**src/design/chp_pkg.sv**
```systemverilog
// Shared types and constants for the cartesian-to-polar heading unit.
// No dependencies; the heading unit, chp_prep, chp_sqrt and chp_atan import this package.
package chp_pkg;

  // Tangent table: tan(k deg) for k in 0..44 in unsigned Q52, split into two
  // 26-bit halves so each product stays near a COORD_BITS x 26 multiplier.
  localparam int TanFrac   = 52;
  localparam int TanHalf   = 26;
  localparam int SearchW   = 6;    // bits of the degree search (0..44 in 64)
  localparam int TabDepth  = 64;
  localparam int LastDeg   = 44;
  localparam int AtanLat   = 2 * SearchW + 1;

  localparam logic [8:0] Deg0    = 9'd0;
  localparam logic [8:0] Deg45   = 9'd45;
  localparam logic [8:0] Deg89   = 9'd89;
  localparam logic [8:0] Deg90   = 9'd90;
  localparam logic [8:0] Deg180  = 9'd180;
  localparam logic [8:0] Deg270  = 9'd270;
  localparam logic [9:0] Deg360  = 10'd360;

  localparam logic OpHeading = 1'b0;
  localparam logic OpFacing  = 1'b1;

  localparam real PiR = 3.14159265358979323846;

  typedef logic [TanFrac-1:0] tan_tab_t [TabDepth];

  // Per-item control that rides along the angle search.
  typedef struct packed {
    logic [8:0] base;    // quadrant base angle
    logic       opcode;
    logic       zero;    // coincident points
    logic       swap;    // ratio was inverted, reflect the result
    logic       equal;   // |dx| == |dy|, exactly 45 degrees
  } ang_ctl_t;

  function automatic tan_tab_t tan_table();
    tan_tab_t t;
    real      r;
    for (int k = 0; k < TabDepth; k++) begin
      if (k <= LastDeg) begin
        r    = $tan(real'(k) * PiR / 180.0) * (2.0 ** TanFrac);
        t[k] = TanFrac'(longint'(r));
      end else begin
        t[k] = '1;
      end
    end
    return t;
  endfunction

  localparam tan_tab_t TanQ = tan_table();

endpackage

```
**src/design/chp_sqrt.sv**
```systemverilog
// Pipelined floor(sqrt(ax^2 + ay^2)): squares, sum, one root bit per stage.
// Depends on chp_pkg.
module chp_sqrt import chp_pkg::*; #(
  parameter int COORD_BITS = 16
) (
  input  logic                  clk_i,
  input  logic                  en_i,
  input  logic [COORD_BITS-1:0] ax_i,
  input  logic [COORD_BITS-1:0] ay_i,
  output logic [COORD_BITS:0]   root_o
);

  localparam int M  = COORD_BITS;
  localparam int R  = M + 1;       // root bits
  localparam int W  = 2 * M + 3;   // remainder / trial width

  logic [2*M-1:0] sqx_q, sqy_q;
  logic [W-1:0]   rem_q  [R+1];
  logic [R-1:0]   root_q [R+1];

  always_ff @(posedge clk_i) begin
    if (en_i) begin
      sqx_q     <= ax_i * ax_i;
      sqy_q     <= ay_i * ay_i;
      rem_q[0]  <= W'(sqx_q) + W'(sqy_q);
      root_q[0] <= '0;
    end
  end

  for (genvar i = 0; i < R; i++) begin : g_bit
    localparam int B = R - 1 - i;
    logic [W-1:0] trial;
    // (r + 2^B)^2 - r^2 = r*2^(B+1) + 2^(2B)
    assign trial = (W'(root_q[i]) << (B + 1)) + (W'(1) << (2 * B));
    always_ff @(posedge clk_i) begin
      if (en_i) begin
        if (trial <= rem_q[i]) begin
          rem_q[i+1]  <= rem_q[i] - trial;
          root_q[i+1] <= root_q[i] | (R'(1) << B);
        end else begin
          rem_q[i+1]  <= rem_q[i];
          root_q[i+1] <= root_q[i];
        end
      end
    end
  end

  assign root_o = root_q[R];

endmodule

```
**config.mk**
```make
export PLATFORM = sky130hd
export DESIGN_NAME = chp_sqrt
export DESIGN_NICKNAME = d
export VERILOG_FILES = /design/src/design/chp_pkg.sv /design/src/design/chp_sqrt.sv
export SDC_FILE = /design/constraint.sdc
export NUM_CORES = 2
export LEC_CHECK = 0
export ABC_AREA = 1
export BUFFER_PORTS_ARGS = -buffer_cell sky130_fd_sc_hd__buf_2
export CORE_UTILIZATION = 30
export DETAILED_ROUTE_END_ITERATION = 6
export MAX_ROUTING_LAYER = met4
export PLACE_DENSITY = 0.46
export SYNTH_ARGS = -nofsm -noshare
export SYNTH_HDL_FRONTEND = slang
export SYNTH_SLANG_ARGS = --single-unit
```
**constraint.sdc**
```tcl
create_clock -name clk_i -period 7.85 [get_ports clk_i]
set_clock_uncertainty 0.15 [all_clocks]
set_input_delay 1.57 -clock clk_i [delete_from_list [all_inputs] [get_ports clk_i]]
set_output_delay 1.57 -clock clk_i [all_outputs]
set_load 0.1 [all_outputs]
```
; ---- Word-level counts from Yosys, hierarchy flattened
; Memory sizes are Yosys's and may differ from the RTL's.
; Cells that the tools add are included.
[word_totals]
register_bits = 64
ram_bits = 936
out_inout_bits = 17
elab_cells = 230
memories = 2
[classes]
n_addsub = 35
mul = 2
magnitude_cmp = 17
muxes = 138
bitwise = 34
[mem_list]
columns = memory, words, width, rd, rd_clocked_by_memory_dff, write_ports, line
row1 = rem_q, 18, 35, 17, 0, 18, chp_sqrt.sv:18  ; logic [W-1:0] rem_q [R+1];
row2 = root_q, 18, 17, 18, 0, 18, chp_sqrt.sv:19  ; logic [R-1:0] root_q [R+1];
[op_table]
columns = cell, count
row1 = 35-bit 2-to-1 mux, 17
row2 = 17-bit 2-to-1 mux, 17
row3 = 1-bit 2-to-1 mux, 104
row4 = 16-bit by 16-bit multiplier with 32-bit output, 2
row5 = "34-bit by 33-bit adder with 35-bit output, second input constant", 1
row6 = 19-bit by 35-bit less-or-equal comparator with 1-bit output, 1
row7 = 20-bit by 35-bit less-or-equal comparator with 1-bit output, 1
row8 = 21-bit by 35-bit less-or-equal comparator with 1-bit output, 1
row9 = 22-bit by 35-bit less-or-equal comparator with 1-bit output, 1
row10 = 23-bit by 35-bit less-or-equal comparator with 1-bit output, 1
row11 = 24-bit by 35-bit less-or-equal comparator with 1-bit output, 1
row12 = 25-bit by 35-bit less-or-equal comparator with 1-bit output, 1
row13 = 26-bit by 35-bit less-or-equal comparator with 1-bit output, 1
row14 = 27-bit by 35-bit less-or-equal comparator with 1-bit output, 1
row15 = 28-bit by 35-bit less-or-equal comparator with 1-bit output, 1
row16 = 29-bit by 35-bit less-or-equal comparator with 1-bit output, 1
row17 = 30-bit by 35-bit less-or-equal comparator with 1-bit output, 1
row18 = 31-bit by 35-bit less-or-equal comparator with 1-bit output, 1
row19 = 32-bit by 35-bit less-or-equal comparator with 1-bit output, 1
row20 = 33-bit by 35-bit less-or-equal comparator with 1-bit output, 1
row21 = 34-bit by 35-bit less-or-equal comparator with 1-bit output, 1
row22 = 35-bit less-or-equal comparator, 1
row23 = 35-bit by 19-bit subtractor with 35-bit output, 1
row24 = 35-bit by 20-bit subtractor with 35-bit output, 1
row25 = 33 further kinds, 66

; ---- Logic depth before layout (Yosys ltp)
; An unclocked memory read counts as a cell.
[logic_depth]
word_depth = 7
mapped_depth = 27
ltp_nobuf = 25

; ---- Worst setup path after synthesis
; OpenSTA, ideal clock, no wires.
[synth_timing]
path_kind = in2reg
start = input ay_i[1]
end = register sqy_q[31], data pin
t_arrival_ns = 6.582
required_ns = 7.448
slack_ns = 0.866
stages = 21
n_path_buf = 2
cell_sequence = clkbuf_1 > clkbuf_1 > nand2_1 > fa_1 > inv_1 > fa_1 > fa_1 > fa_1 > fa_1 > inv_1 > fa_1 > inv_1 > ha_1 > a21oi_1 > o21ai_0 > a21oi_1 > nor2_1 > nor2_1 > nand2_1 > nand2_1 > nand2_1
[synth_via]
elab_chain_cells = 1
[synth_lines]
columns = element, line
row1 = from (decl), chp_sqrt.sv:9  ; input logic [COORD_BITS-1:0] ay_i,
row2 = 16-bit by 16-bit multiplier with 32-bit output, chp_sqrt.sv:24  ; sqy_q <= ay_i * ay_i;
row3 = to (signal assigned), chp_sqrt.sv:24
row4 = to (decl), chp_sqrt.sv:17  ; logic [2*M-1:0] sqx_q, sqy_q;
; Every way passes these cells.
; A chain may end at the register's enable or synchronous reset.

; ---- Final worst setup path
[layout_timing]
start = input ax_i[9]
end = register sqx_q[18], data pin
[layout_via]
elab_chain_cells = 1
[layout_lines]
columns = element, line
row1 = from (decl), chp_sqrt.sv:8  ; input logic [COORD_BITS-1:0] ax_i,
row2 = 16-bit by 16-bit multiplier with 32-bit output, chp_sqrt.sv:23  ; sqx_q <= ax_i * ax_i;
row3 = to (signal assigned), chp_sqrt.sv:23
row4 = to (decl), chp_sqrt.sv:17
; Every way passes these cells.

==> run_summary.xml <==
<?xml version="1.0" encoding="UTF-8"?>
<metrics>
  <group name="status">
    <metric name="status" unit="">complete, but fails checks</metric>
    <metric name="violations" unit="">design-rule violations</metric>
  </group>
  <group name="timing">
    <metric name="timing_hold_violations_final" unit="">0</metric>
    <metric name="setup_viol" unit="">0</metric>
    <metric name="slew_violations" unit="">0</metric>
    <metric name="fmaxAchievable" unit="MHz">149</metric>
    <metric name="min_period_over_period" unit="%">85.3</metric>
    <metric name="hold_slack" unit="ns">0.266</metric>
    <metric name="fin_crit" unit="ns">6.70</metric>
    <metric name="unrepaired_setup_endpoints_after_global_routing" unit="">false</metric>
    <metric name="totalNegativeSetupSlack" unit="ns">0</metric>
    <metric name="worst_slew_margin_rel" unit="%">32.8</metric>
    <metric name="worst-slew-pin-transition" unit="ns">1.00</metric>
  </group>
  <group name="critical_path">
    <metric name="crit_path_max_fanout" unit="">13</metric>
    <metric name="critical_path.startpoint_type" unit="">input port</metric>
    <metric name="timing.critical_path.mode_cell" unit="">sky130_fd_sc_hd__fa_1</metric>
    <metric name="max_stage_delay" unit="ns">0.56</metric>
    <metric name="critPathRequiredTime" unit="ns">8.12</metric>
    <metric name="path_buf_inv" unit="">7</metric>
    <metric name="cp_cell_sequence" unit="">buf_2, buf_4, nand2_1, inv_1, fa_1, inv_1, fa_1, fa_1, inv_1, fa_1, fa_1, inv_1, fa_1, inv_1, ha_1, a21oi_1, a21boi_0, o21bai_1, a21oi_1, xnor2_1</metric>
    <metric name="timing.critical_path.slowest_stage_cell" unit="">sky130_fd_sc_hd__fa_1</metric>
    <metric name="crit_family" unit="">adder cells</metric>
    <metric name="setup.worst_path.end_class" unit="">flop</metric>
    <metric name="r2r_cells" unit="">12</metric>
    <metric name="critical_path_depth" unit="">20</metric>
    <metric name="critical_path_arrival" unit="ns">6.96</metric>
    <metric name="worstSetupPathType" unit="">input port to flop</metric>
  </group>
  <group name="min_path">
    <metric name="worst_hold_path_type" unit="">flop to flop</metric>
    <metric name="worstHoldPathCells" unit="">0</metric>
  </group>
  <group name="cts">
    <metric name="cts_tree" unit="">built</metric>
    <metric name="cts-resized-gates" unit="">0</metric>
    <metric name="clock_insertion_delay_worst_skew" unit="ns">0.70</metric>
    <metric name="clockBufferDepth" unit="">3</metric>
    <metric name="cts_htree_levels" unit="">3</metric>
    <metric name="cts_setup_buffers" unit="">0</metric>
    <metric name="cts.root.buffer_cell" unit="">sky130_fd_sc_hd__clkbuf_16</metric>
    <metric name="clkSlewWorstSetupHoldPaths" unit="ns">0.05</metric>
    <metric name="number_of_clock_buffers_inserted_by_tritoncts" unit="">89</metric>
    <metric name="clock-sinks" unit="">807</metric>
    <metric name="post_cts_hold_buffer_count" unit="">0</metric>
  </group>
  <group name="floorplanning">
    <metric name="floorplan.die.height" unit="µm">452</metric>
    <metric name="chipWidth" unit="µm">452</metric>
    <metric name="die_area" unit="mm²">0.204</metric>
    <metric name="initial_utilization" unit="%">30.3</metric>
    <metric name="boundaryPins" unit="">51</metric>
    <metric name="rows" unit="">164</metric>
    <metric name="core-area" unit="mm²">0.200</metric>
  </group>
  <group name="place">
    <metric name="port_bufs" unit="">50</metric>
    <metric name="final_weighted_congestion_in_routability_driven_placement" unit="">0.915</metric>
    <metric name="dp.final_hpwl" unit="µm">140000</metric>
  </group>
  <group name="logic_synthesis">
    <metric name="synth_enable_flop_cells" unit="">807</metric>
    <metric name="mappedNetlistNets" unit="">7890</metric>
    <metric name="async_flop_share" unit="%">0</metric>
    <metric name="yosysWarnings" unit="">0</metric>
    <metric name="mappedNetlistArea" unit="mm²">0.0608</metric>
    <metric name="synthesis.area_per_instance" unit="µm²">8.53</metric>
    <metric name="synth_cell_types" unit="">58</metric>
    <metric name="syn-instance-count" unit="">7127</metric>
    <metric name="seq_area_frac_synth" unit="%">39.9</metric>
    <metric name="synthDominantAreaCellType" unit="">sky130_fd_sc_hd__edfxtp_1</metric>
    <metric name="synth.top_cell.area_share" unit="%">39.9</metric>
    <metric name="netlist_top_cells_area" unit="">sky130_fd_sc_hd__edfxtp_1, sky130_fd_sc_hd__nand2_1, sky130_fd_sc_hd__fa_1, sky130_fd_sc_hd__inv_1, sky130_fd_sc_hd__ha_1</metric>
    <metric name="synth.ff_latch_count" unit="">807</metric>
    <metric name="ys_dominant_reg_cell" unit="">sky130_fd_sc_hd__edfxtp_1</metric>
  </group>
  <group name="power_and_ir_drop">
    <metric name="power_density" unit="mW/mm²">368</metric>
    <metric name="irDropWorstVdd" unit="V">0.000406</metric>
    <metric name="leakage" unit="µW">0.0320</metric>
  </group>
  <group name="final_layout">
    <metric name="most_common_cell_after_layout_fill_and_taps_aside" unit="">sky130_fd_sc_hd__nand2_1</metric>
    <metric name="post_route_cells_drive_above_1_share" unit="%">5.62</metric>
    <metric name="final_cell_mix" unit="">sky130_fd_sc_hd__nand2_1, sky130_fd_sc_hd__inv_1, sky130_fd_sc_hd__edfxtp_1, sky130_fd_sc_hd__nor2_1, sky130_fd_sc_hd__ha_1</metric>
    <metric name="area.growth.synth_to_final" unit="%">10.3</metric>
    <metric name="num-nets-final" unit="">7949</metric>
  </group>
  <group name="routing">
    <metric name="wl_per_cell" unit="µm">17.2</metric>
    <metric name="drt-vias-per-instance" unit="">4.55</metric>
    <metric name="remaining_drc_errors" unit="">1</metric>
    <metric name="drtAntennaViolNets" unit="">0</metric>
    <metric name="detail_route.first_pass.iterations" unit="">7</metric>
    <metric name="wirelength" unit="µm">171000</metric>
    <metric name="detail_route.iter0.violations" unit="">2717</metric>
    <metric name="num_vias" unit="">45117</metric>
  </group>
  <group name="grt">
    <metric name="grt_overflow" unit="">0</metric>
    <metric name="antenna_violations_before_repair" unit="">4</metric>
    <metric name="grt_pass1_vias" unit="">45961</metric>
    <metric name="grt_start_max_net_pins" unit="">116</metric>
    <metric name="grt_first_pass_wirelength" unit="µm">265000</metric>
    <metric name="globalRouteTotalUtil" unit="%">17.2</metric>
  </group>
  <group name="run">
    <metric name="max_cap_viol_count" unit="">0</metric>
  </group>
</metrics>
cell families after synthesis:
logic type / synth area share, %
AO/OA/AOI/OAI: 4.80
XOR/XNOR: 3.06
adder cells (fa/ha/maj): 19.1
buffers and inverters: 10.0
flip-flops: 39.9
multiplexers: 0.0185
AND/OR/NAND/NOR: 23.2
layer usage:
layer,vias up,share of wire [%],track usage [%]
li1,22806,-,-
met1,21402,43,20.6
met2,703,51,30.7
met3,206,2.9,1.66
met4,0,2.6,4.42
met5,-,0,-
worst reg2reg max path, cell delays in order, from the launching register on:
cell and delay (ns):
sky130_fd_sc_hd__edfxtp_1 0.42, sky130_fd_sc_hd__inv_1 0.06, sky130_fd_sc_hd__ha_1 0.36, sky130_fd_sc_hd__nand2_1 0.13
sky130_fd_sc_hd__inv_1 0.08, sky130_fd_sc_hd__nand2_1 0.06, sky130_fd_sc_hd__nor2_1 0.06, sky130_fd_sc_hd__nand3_1 0.09
sky130_fd_sc_hd__nor2_1 0.05, sky130_fd_sc_hd__nor2_1 0.75, sky130_fd_sc_hd__nand2_2 0.42, sky130_fd_sc_hd__nand3_1 0.16
sky130_fd_sc_hd__nand2_1 0.13
report_power, final:
group / switching, µW / leakage [µW] / internal (µW)
clock: 1810 / 0.00145 / 2530
sequential: 530 / 0.00773 / 6140
combinational: 9030 / 0.0228 / 4640
total: 11400 / 0.0320 / 13300
synthesized netlist by cell type (8+ instances only):
master	instances
sky130_fd_sc_hd__nand2_1	1821
sky130_fd_sc_hd__inv_1	1444
sky130_fd_sc_hd__edfxtp_1	807
sky130_fd_sc_hd__nor2_1	618
sky130_fd_sc_hd__ha_1	402
sky130_fd_sc_hd__nand3_1	384
sky130_fd_sc_hd__fa_1	327
sky130_fd_sc_hd__a21oi_1	230
sky130_fd_sc_hd__o21ai_0	155
sky130_fd_sc_hd__xor2_1	151
sky130_fd_sc_hd__nand4_1	144
sky130_fd_sc_hd__nor3_1	104
sky130_fd_sc_hd__clkbuf_1	78
sky130_fd_sc_hd__xnor2_1	61
sky130_fd_sc_hd__or2_2	34
sky130_fd_sc_hd__nand3b_1	31
sky130_fd_sc_hd__nor2_2	31
sky130_fd_sc_hd__o21ai_2	28
sky130_fd_sc_hd__nand2_2	26
sky130_fd_sc_hd__nor4_1	26
sky130_fd_sc_hd__o21ai_1	25
sky130_fd_sc_hd__inv_2	22
sky130_fd_sc_hd__o21bai_1	17
sky130_fd_sc_hd__a21o_1	16
sky130_fd_sc_hd__a21oi_2	15
sky130_fd_sc_hd__buf_4	11
sky130_fd_sc_hd__nand3_2	11
sky130_fd_sc_hd__buf_6	10
sky130_fd_sc_hd__o211ai_1	10
sky130_fd_sc_hd__buf_2	9
sky130_fd_sc_hd__nor2_4	8
path summary, 6_finish.rpt:
check / start / end / slack [ns]
setup / recovery: ax_i[9] / sqx_q[18] / 1.15
hold / removal: rem_q[0][23] / rem_q[0][58] / 0.27
setup reg to reg: root_q[10][8] / rem_q[5][60] / 4.66
hold reg to reg: rem_q[0][23] / rem_q[0][58] / 0.27
layout make-up:
cell class,instances,area (µm²)
Fill cell,21084,133000
Multi-Input combinational cell,4742,30500
Sequential cell,807,24200
Inverter,1467,5510
Tap cell,2656,3320
Clock buffer,100,2290
Clock inverter,61,691
Timing Repair Buffer,79,503
Antenna cell,5,12.5
registers in the layout, indices dropped and copies added (netlist names):
register / count
rem_q: 592
root_q: 153
sqx_q: 31
sqy_q: 31
stage by stage:
stage | worst slack (ns) | instances | utilization [%] | power [µW] | area [µm²]
after floorplan | 0.866 | 7127 | - | 16100 | 60800
after detailed placement | 0.432 | 9751 | 31.9 | 20600 | 64000
after CTS | 1.18 | 9912 | 33.4 | 25000 | 67000
final | 1.15 | 9917 | 33.4 | 24700 | 67000
after global placement | 0.365 | 9751 | 31.9 | 20700 | 64000
after global routing | 0.862 | 9916 | 33.4 | 26900 | 67000
(Power assumes the default switching activity.)
