===== config.mk =====
export PLATFORM = sky130hd
export DESIGN_NAME = chp_prep
export DESIGN_NICKNAME = d
export VERILOG_FILES = /design/src/design/chp_pkg.sv /design/src/design/chp_prep.sv
export SDC_FILE = /design/constraint.sdc
export NUM_CORES = 1
export LEC_CHECK = 0
export ABC_AREA = 0
export BUFFER_PORTS_ARGS = -buffer_cell sky130_fd_sc_hd__clkbuf_2
export CORE_MARGIN = 4
export CORE_UTILIZATION = 30
export DETAILED_ROUTE_END_ITERATION = 12
export SLEW_MARGIN = 40
export SYNTH_ARGS = -nofsm -noshare
export SYNTH_HDL_FRONTEND = slang
export SYNTH_SLANG_ARGS = --single-unit

===== constraint.sdc =====
create_clock -name clk_i -period 9.31 [get_ports clk_i]
set_input_delay 1.862 -clock clk_i [delete_from_list [all_inputs] [get_ports clk_i]]
set_output_delay 1.862 -clock clk_i [all_outputs]
set_load 0.1 [all_outputs]

===== src/design/chp_pkg.sv =====
// Shared types and constants for the cartesian-to-polar heading unit.
// No dependencies; the heading unit, chp_prep, chp_sqrt and chp_atan import this package.
package chp_pkg;

  // Tangent table: tan(k deg) for k in 0..44 in unsigned Q52, split into two
  // 26-bit halves so each product stays near a COORD_BITS x 26 multiplier.
  localparam int TanFrac   = 52;
  localparam int TanHalf   = 26;
  localparam int SearchW   = 6;    // bits of the degree search (0..44 in 64)
  localparam int TabDepth  = 64;
  localparam int LastDeg   = 44;
  localparam int AtanLat   = 2 * SearchW + 1;

  localparam logic [8:0] Deg0    = 9'd0;
  localparam logic [8:0] Deg45   = 9'd45;
  localparam logic [8:0] Deg89   = 9'd89;
  localparam logic [8:0] Deg90   = 9'd90;
  localparam logic [8:0] Deg180  = 9'd180;
  localparam logic [8:0] Deg270  = 9'd270;
  localparam logic [9:0] Deg360  = 10'd360;

  localparam logic OpHeading = 1'b0;
  localparam logic OpFacing  = 1'b1;

  localparam real PiR = 3.14159265358979323846;

  typedef logic [TanFrac-1:0] tan_tab_t [TabDepth];

  // Per-item control that rides along the angle search.
  typedef struct packed {
    logic [8:0] base;    // quadrant base angle
    logic       opcode;
    logic       zero;    // coincident points
    logic       swap;    // ratio was inverted, reflect the result
    logic       equal;   // |dx| == |dy|, exactly 45 degrees
  } ang_ctl_t;

  function automatic tan_tab_t tan_table();
    tan_tab_t t;
    real      r;
    for (int k = 0; k < TabDepth; k++) begin
      if (k <= LastDeg) begin
        r    = $tan(real'(k) * PiR / 180.0) * (2.0 ** TanFrac);
        t[k] = TanFrac'(longint'(r));
      end else begin
        t[k] = '1;
      end
    end
    return t;
  endfunction

  localparam tan_tab_t TanQ = tan_table();

endpackage


===== src/design/chp_prep.sv =====
// Front stage: differences, magnitudes, quadrant and search operands.
// Depends on chp_pkg.
module chp_prep import chp_pkg::*; #(
  parameter int COORD_BITS = 16
) (
  input  logic                  clk_i,
  input  logic                  en_i,
  input  logic [COORD_BITS-1:0] from_x_i,
  input  logic [COORD_BITS-1:0] from_y_i,
  input  logic [COORD_BITS-1:0] to_x_i,
  input  logic [COORD_BITS-1:0] to_y_i,
  input  logic                  opcode_i,
  output logic [COORD_BITS-1:0] ax_o,
  output logic [COORD_BITS-1:0] ay_o,
  output logic [COORD_BITS-1:0] num_o,
  output logic [COORD_BITS-1:0] den_o,
  output ang_ctl_t              ctl_o
);

  localparam int DW = COORD_BITS + 1;

  logic signed [DW-1:0]   dx, dy;
  logic [COORD_BITS-1:0]  ax, ay, u, v;
  logic                   xpos, xneg, ypos, yneg;
  ang_ctl_t               ctl_d;
  logic [COORD_BITS-1:0]  ax_q, ay_q, num_q, den_q;
  ang_ctl_t               ctl_q;

  always_comb begin
    dx   = signed'({1'b0, to_x_i}) - signed'({1'b0, from_x_i});
    dy   = signed'({1'b0, to_y_i}) - signed'({1'b0, from_y_i});
    ax   = dx[DW-1] ? COORD_BITS'(-dx) : COORD_BITS'(dx);
    ay   = dy[DW-1] ? COORD_BITS'(-dy) : COORD_BITS'(dy);
    xneg = dx[DW-1];
    yneg = dy[DW-1];
    xpos = !xneg && (dx != '0);
    ypos = !yneg && (dy != '0);
    ctl_d = '0;
    ctl_d.opcode = opcode_i;
    ctl_d.zero   = (dx == '0) && (dy == '0);
    // Turn the vector by a multiple of 90 deg into the first quadrant.
    if (xpos && !yneg) begin
      ctl_d.base = Deg0;   u = ax; v = ay;
    end else if (!xpos && ypos) begin
      ctl_d.base = Deg90;  u = ay; v = ax;
    end else if (xneg && !ypos) begin
      ctl_d.base = Deg180; u = ax; v = ay;
    end else begin
      ctl_d.base = Deg270; u = ay; v = ax;
    end
    if (ctl_d.zero) ctl_d.base = Deg0;
    ctl_d.equal = (u == v) && !ctl_d.zero;
    ctl_d.swap  = v > u;
  end

  always_ff @(posedge clk_i) begin
    if (en_i) begin
      ax_q  <= ax;
      ay_q  <= ay;
      num_q <= ctl_d.swap ? u : v;
      den_q <= ctl_d.swap ? v : u;
      ctl_q <= ctl_d;
    end
  end

  assign ax_o  = ax_q;
  assign ay_o  = ay_q;
  assign num_o = num_q;
  assign den_o = den_q;
  assign ctl_o = ctl_q;

endmodule


Word level (Yosys, flattened, before mapping)
Cells that the tools add are included.
Storage, ports and cells
  flip-flop bits (word level): 77
  output and inout bits: 77
  logic and storage cells: 46
Cells by class
  add/subtract/negate cells: 4
  order comparisons: 1
  eq/ne operators: 1
  multiplexer cells: 12
  reductions and logical operators: 18
Operator list (count)
  $mux W16: 10
  $logic_not A17 Y1: 2
  $reduce_bool A17 Y1: 2
  $sub A16 B16 Y17: 2
  $neg A16 Y16: 2
  $eq A16 B16 Y1: 1
  $gt A16 B16 Y1: 1
  $mux W9: 1
  $logic_and A1 B1 Y1: 7
  $mux W7: 1
  $logic_not A1 Y1: 5
  $reduce_or A3 Y1: 1
  $reduce_or A2 Y1: 1

Depth between registers and ports, before layout
Gate-level depths: netlist of the first run.
  word-level depth: 10
  mapped depth: 26

Worst setup path after synthesis of the first run
No wires, ideal clock.
  kind: input port to flip-flop
  start: input to_y_i[0]
  end: register den_q[2] (netlist: den_o[2]) (data pin)
  library setup time: 0.260 ns
  arrival: 6.994 ns
  data required time: 9.050 ns
  setup slack: 2.056 ns
  stages: 25
  buffers on the path: 3
  path through: inv_1 ha_1 inv_1 fa_1 a21o_1 a221o_1 a221oi_4 o21bai_1 a21oi_1 xnor2_1 o31ai_1 a21oi_2 mux2i_1 inv_1 ha_1 inv_1 or4_1 buf_2 or3_1 o211ai_1 a31o_2 nor2b_1 buf_6 buf_6 mux2_4
Between the ends
  word-level cells in the longest chain between the ends: 10
  elaborated cells between the ends (all ways): 18
  those cells by class: add/sub: 2; order compare: 1; mux: 8; reduce/logical: 7
RTL lines
  start, declared: RTL line chp_prep.sv:11  | input logic [COORD_BITS-1:0] to_y_i,
  $sub A16 B16 Y17 (*): RTL line chp_prep.sv:31  | dy = signed'({1'b0, to_y_i}) - signed'({1'b0, from_y_i});
  branches (longest 8 deep; another with $neg A16 Y16)
  $mux W16 (*): RTL line chp_prep.sv:61  | den_q <= ctl_d.swap ? v : u;
  end signal, assigned: RTL line chp_prep.sv:61
  end, declared: RTL line chp_prep.sv:26  | logic [COORD_BITS-1:0] ax_q, ay_q, num_q, den_q;
Mark *: on every way between the ends.
A chain may end at the register's enable or synchronous reset.

Worst setup path in the final report of the first run
  start: input to_x_i[0]
  end: register den_q[3] (netlist: den_o[3]) (data pin)
Between the ends
  word-level cells in the longest chain between the ends: 9
  elaborated cells between the ends (all ways): 18
  those cells by class: add/sub: 2; order compare: 1; mux: 8; reduce/logical: 7
RTL lines
  start, declared: RTL line chp_prep.sv:10  | input logic [COORD_BITS-1:0] to_x_i,
  $sub A16 B16 Y17 (*): RTL line chp_prep.sv:30  | dx = signed'({1'b0, to_x_i}) - signed'({1'b0, from_x_i});
  branches (longest 7 deep; another with $neg A16 Y16)
  $mux W16 (*): RTL line chp_prep.sv:61
Marks and branches as above.

==> results of run 1 <==
## worst max-delay path by stage
stage / startpoint / end / slack [ns] / cells past startpoint
3_3_place_gp: to_x_i[0] / den_o[10]$_DFFE_PP_ / 1.27 / 24
6_report: to_x_i[0] / den_o[3]$_DFFE_PP_ / 1.34 / 24
3_5_place_dp: to_y_i[0] / den_o[3]$_DFFE_PP_ / 1.13 / 24
5_1_grt: to_x_i[0] / den_o[3]$_DFFE_PP_ / 0.90 / 24
2_1_floorplan: to_y_i[0] / den_o[2]$_DFFE_PP_ / 2.06 / 25
4_1_cts: to_x_i[0] / den_o[3]$_DFFE_PP_ / 1.41 / 24
## power breakdown
part           leakage (nW)  switching (W)  internal (W)
Combinational          2.62        0.00138      0.000435
Sequential            0.723      0.0000343      0.000534
Clock                 0.135       0.000130      0.000206
## per-layer routing
layer,vias up,wire length [um]
li1,2976,-
met1,2742,8769
met2,200,8522
met3,20,1085
met4,0,316
met5,-,0
## cells in the mapped netlist (all sizes together) (12+ instances only)
master,count
xnor2,27
and2,12
buf,23
mux2i,30
nor2,49
ha,36
nor3,17
nand2,41
a21o,14
a21oi,46
inv,83
o21ai,24
edfxtp,74
xor2,16
nand3,20
## metrics by stage
step / std cells / instance area, um2 / total power (W)
final: 1133 / 7968 / 0.002718
after global routing: 1133 / 7968 / 0.002855
after CTS: 1133 / 7960 / 0.002727
after detailed placement: 1117 / 7665 / 0.002382
after global placement: 1117 / 7661 / 0.002372
after floorplan: 719 / 6758 / 0.002100
## worst max-delay path, stage by stage
cell,delay (ns)
clkbuf_2,0.08
inv_1,0.04
ha_1,0.15
inv_1,0.05
fa_1,0.40
a211oi_2,0.35
o211ai_1,0.22
o221ai_2,0.22
o211ai_1,0.17
nor3_2,0.42
nor2b_1,0.24
a31oi_1,0.18
a21oi_2,0.44
mux2i_1,0.31
inv_1,0.14
ha_1,0.34
inv_1,0.08
or4_1,0.64
or3_1,0.39
o211ai_1,0.09
a31o_2,0.18
nor2b_4,0.58
buf_4,0.29
mux2i_1,0.24
## cell families after synthesis
kind of cell | count (synthesis) | share of synthesized area (%)
AOI/OAI and AO/OA | 215 | 24.85
xor gates and xnor gates | 45 | 6.591
other | 1 | 0.05549
DFF | 74 | 32.88
adders and majority gates | 45 | 8.295
buffers and inverters | 111 | 7.499
muxes | 32 | 4.888
and+or+nand+nor | 196 | 14.94
## sequential cells by signal (all words and copies together), names as in the netlist
| name | flops |
|---|---|
| num_o | 16 |
| den_o | 16 |
| ax_o | 16 |
| ay_o | 16 |
| ctl_o | 10 |
## layout make-up
class | instances | share of cell area [%]
multi-input cells | 534 | 50.75
flip-flops and latches | 74 | 27.89
repair buffers | 146 | 9.344
well taps | 280 | 4.397
inverters | 83 | 3.910
clock buffers | 9 | 2.827
clock inverters | 7 | 0.8794
==> results.cfg, run 1 <==
[die]
dieHeight_um = 158.1
die-width_um = 158.1
start_util_pct = 30.77
ios = 144
die-area_um2 = 24990
coreArea_um2 = 21960
rows = 54

[sta]
fin_ws_ns = 1.345
hold_viol = 0
finalMaxSlewViolations = 0
min_period_ns = 7.965
rsz0062_at_grt = false
fin_tns_setup_ns = 0
hold_ws_ns = 1.711
finalCritPeriodShare_pct = 85.56
setup_viol = 0
relSlewSlack_pct = 47.15
tightest_slew_ns = 0.7871
timing.fmax_mhz = 125.5

[synthesis]
syn_inst = 719
syn_area_um2 = 6758
ys_ff_latch = 74
synth-edff-count = 74
async_reset_ff_share_pct = 0
seq_area_frac_synth_pct = 32.88
syn_area_per_cell_um2 = 9.399
ys_warn_count = 0
synth_flop_cell = edfxtp_1
synth_cell_types = 96
synth_top_area_cell = edfxtp_1
syn_nets = 824
synth_area_leaders = edfxtp_1 33%, ha_1 6.7%, inv_1 4.6%, mux2i_1 4.4%, a21oi_1 3.1%
synth.top_cell.area_share_pct = 32.88

[outcome]
status = finished clean

[pwr]
vdd_drop_max_uv = 199.4
power.density_nw_per_um2 = 341.2
cellLeakagePower_nw = 3.475

[global_route]
use_met2_pct = 23.96
grt_start_max_net_pins = 75
grt_pass1_vias = 5691
grt_pass1_wl_mm = 29.18
grt_overflow = 0
use_met3_pct = 2.132
antenna_found_initial = 0
grt_use_total_pct = 14.51
busiest_layer = met2
use_met1_pct = 19.86

[min_path]
min_path_type = in2reg
holdPathStages = 1
hp-start = opcode_i
min_to = ctl_o[3]$_DFFE_PP_

[cts]
cts_resized = 0
cts_setup_buffers = 0
cts_max_level = 3
cts_tree = built
path_clk_slew_ns = 0.06
cts_root_buf = clkbuf_16
cts_buffer_depth = 2
cts_num_sinks = 74
cts_buffers = 9
holdBufCountCts = 0

[critical_path]
worst_setup_path_start_kind = primary input
required_ns = 9.47
critPathKind = in2reg
cp_data_arrival_time_ns = 8.12
path_max_fanout = 18
critPathCaptureType = flop

[place]
place_ws_ns = 1.132
dp_hpwl_mm = 15.30
finalWeightedCongestion = 0.8911
port_buffers = 142

[final_layout]
layout_common_cells = 141 x clkbuf_2, 82 x inv_1, 74 x edfxtp_1
n_fill_cell = 2238
nNetsFinal = 953
regArea_um2 = 2222
drive_gt1_share_pct = 24.15
antenna_cells = 0
areaGrowthSynthToFinish_pct = 17.90
final_common_cell = clkbuf_2
final_core_util_pct = 36.28
multi_input_area_um2 = 4044

[routing]
via_per_inst = 5.241
dr_total_vias = 5938
wl_per_cell_um = 16.50
first_iter_violations = 381
antenna_left = 0
dr.pass1.iters = 5
drc_errors = 0
routed_wl_mm = 18.69

[flow_run]
drv_cap = 0
(Power assumes the default switching activity.)
==> run 2: changes to the inputs <==
--- a/config.mk
+++ b/config.mk
@@ -7,6 +7,7 @@
 export LEC_CHECK = 0
 export ABC_AREA = 0
 export BUFFER_PORTS_ARGS = -buffer_cell sky130_fd_sc_hd__clkbuf_2
+export CORE_ASPECT_RATIO = 1.5
 export CORE_MARGIN = 4
 export CORE_UTILIZATION = 30
 export DETAILED_ROUTE_END_ITERATION = 12
==> run 2 against run 1 <==
Against the previous run: critical path depth stayed put; worst hold slack better by 0.0024 ns; sequential power hardly changed; global-route usage is 0.53 points higher; wire length is 2.8% higher; final cell count is 0.53% lower; clock-buffer cell count stayed put; via count is 0.47% lower; first-iteration DRC count is 28% lower; maximum frequency is 1.2% higher.
==> results.cfg, run 2 (synthesis results as in run 1) <==
[outcome]
status = finished clean

[critical_path]
cp_data_arrival_time_ns = 8.03
critPathKind = in2reg
critPathCapture = den_o[4]$_DFFE_PP_
required_ns = 9.47
path_max_fanout = 18
worst_setup_path_start_kind = primary input
critPathCaptureType = flop
startpoint = to_x_i[0]

[routing]
dr_total_vias = 5910
via_per_inst = 5.244
antenna_left = 0
routed_wl_mm = 19.22
first_iter_violations = 275
dr.pass1.iters = 4
drc_errors = 0
wl_per_cell_um = 17.05

[cts]
path_clk_slew_ns = 0.05
cts_buffer_depth = 2
cts_num_sinks = 74
cts_setup_buffers = 0
cts_max_level = 3
cts_resized = 0
holdBufCountCts = 0
cts_buffers = 9
cts_tree = built
cts_root_buf = clkbuf_16

[sta]
rsz0062_at_grt = false
finalMaxSlewViolations = 0
hold_viol = 0
min_period_ns = 7.869
finalCritPeriodShare_pct = 84.53
relSlewSlack_pct = 44.10
tightest_slew_ns = 0.8326
fin_tns_setup_ns = 0
setup_viol = 0
timing.fmax_mhz = 127.1

[place]
finalWeightedCongestion = 0.9218
dp_hpwl_mm = 16.02
port_buffers = 142

[final_layout]
n_fill_cell = 2324
final_common_cell = clkbuf_2
nNetsFinal = 952
antenna_cells = 0
areaGrowthSynthToFinish_pct = 17.09
final_core_util_pct = 35.48
layout_common_cells = 141 x clkbuf_2, 82 x inv_1, 74 x edfxtp_1
drive_gt1_share_pct = 23.85

[die]
die-width_um = 130.5
ios = 144
rows = 67
dieHeight_um = 191.8
die-area_um2 = 25040
start_util_pct = 30.31
coreArea_um2 = 22300

[global_route]
grt_start_max_net_pins = 75
antenna_found_initial = 0
grt_pass1_vias = 5779
grt_overflow = 0
grt_pass1_wl_mm = 29.87
grt_use_total_pct = 15.04

[pwr]
cellLeakagePower_nw = 3.458
power.density_nw_per_um2 = 339.0
vdd_drop_max_uv = 162.3

[flow_run]
drv_cap = 0

[min_path]
min_path_type = in2reg
hp-start = opcode_i
-- run 2: layout make-up --
class	instances	area, um2	area share, %
clock buffers	9	225.2	2.846
repair buffers	145	737.0	9.314
multi-input cells	534	4036	51.01
flip-flops and latches	74	2222	28.08
inverters	83	311.5	3.937
well taps	276	345.3	4.364
clock inverters	6	35.03	0.4428
-- run 2: worst min-delay path by stage --
stage          cells after the start            endpoint  slack [ns]
2_1_floorplan                      0  ctl_o[3]$_DFFE_PP_        1.96
3_3_place_gp                       1  ctl_o[3]$_DFFE_PP_        2.05
3_5_place_dp                       1  ctl_o[3]$_DFFE_PP_        2.04
4_1_cts                            1  ctl_o[3]$_DFFE_PP_        1.70
5_1_grt                            1  ctl_o[3]$_DFFE_PP_        1.70
6_report                           1  ctl_o[3]$_DFFE_PP_        1.71
-- run 2: power breakdown --
group | leakage (nW) | total, W | switching (W) | internal, W
Sequential | 0.723 | 0.000567 | 0.0000325 | 0.000534
Clock | 0.128 | 0.000302 | 0.000126 | 0.000177
Combinational | 2.61 | 0.00181 | 0.00138 | 0.000434
Total | 3.46 | 0.00268 | 0.00154 | 0.00114
-- run 2: worst max-delay path, cell delays in order --
cell and delay (ns):
clkbuf_2 0.08, inv_1 0.04, ha_1 0.16, inv_1 0.06
fa_1 0.40, a211oi_2 0.36, o211ai_1 0.22, o221ai_2 0.22
o211ai_1 0.17, nor3_2 0.39, nor2b_1 0.23, a31oi_1 0.18
a21oi_2 0.47, mux2i_1 0.29, inv_1 0.11, ha_1 0.33
inv_1 0.08, or4_1 0.63, or3_1 0.39, o211ai_1 0.10
a31o_2 0.17, nor2b_4 0.56, buf_4 0.28, mux2i_1 0.23
-- run 2: metrics by stage --
stage          hold WS [ns]  std cells  setup WS, ns  power, W  cell area, um2
2_1_floorplan         1.961        719         2.056  0.002100            6758
3_3_place_gp          2.045       1112         1.227  0.002379            7649
3_5_place_dp          2.043       1112         1.104  0.002391            7652
4_1_cts               1.696       1127         1.434  0.002702            7913
5_1_grt               1.701       1127        0.9520  0.002820            7913
6_report              1.714       1127         1.441  0.002682            7913
-- run 2: layer usage --
layer | wire length (um) | vias up | track usage, %
li1 | - | 2959 | -
met1 | 7631 | 2756 | 17.09
met2 | 10200 | 156 | 28.18
met3 | 803 | 39 | 1.725
met4 | 586 | 0 | 5.701
met5 | 0 | - | 0
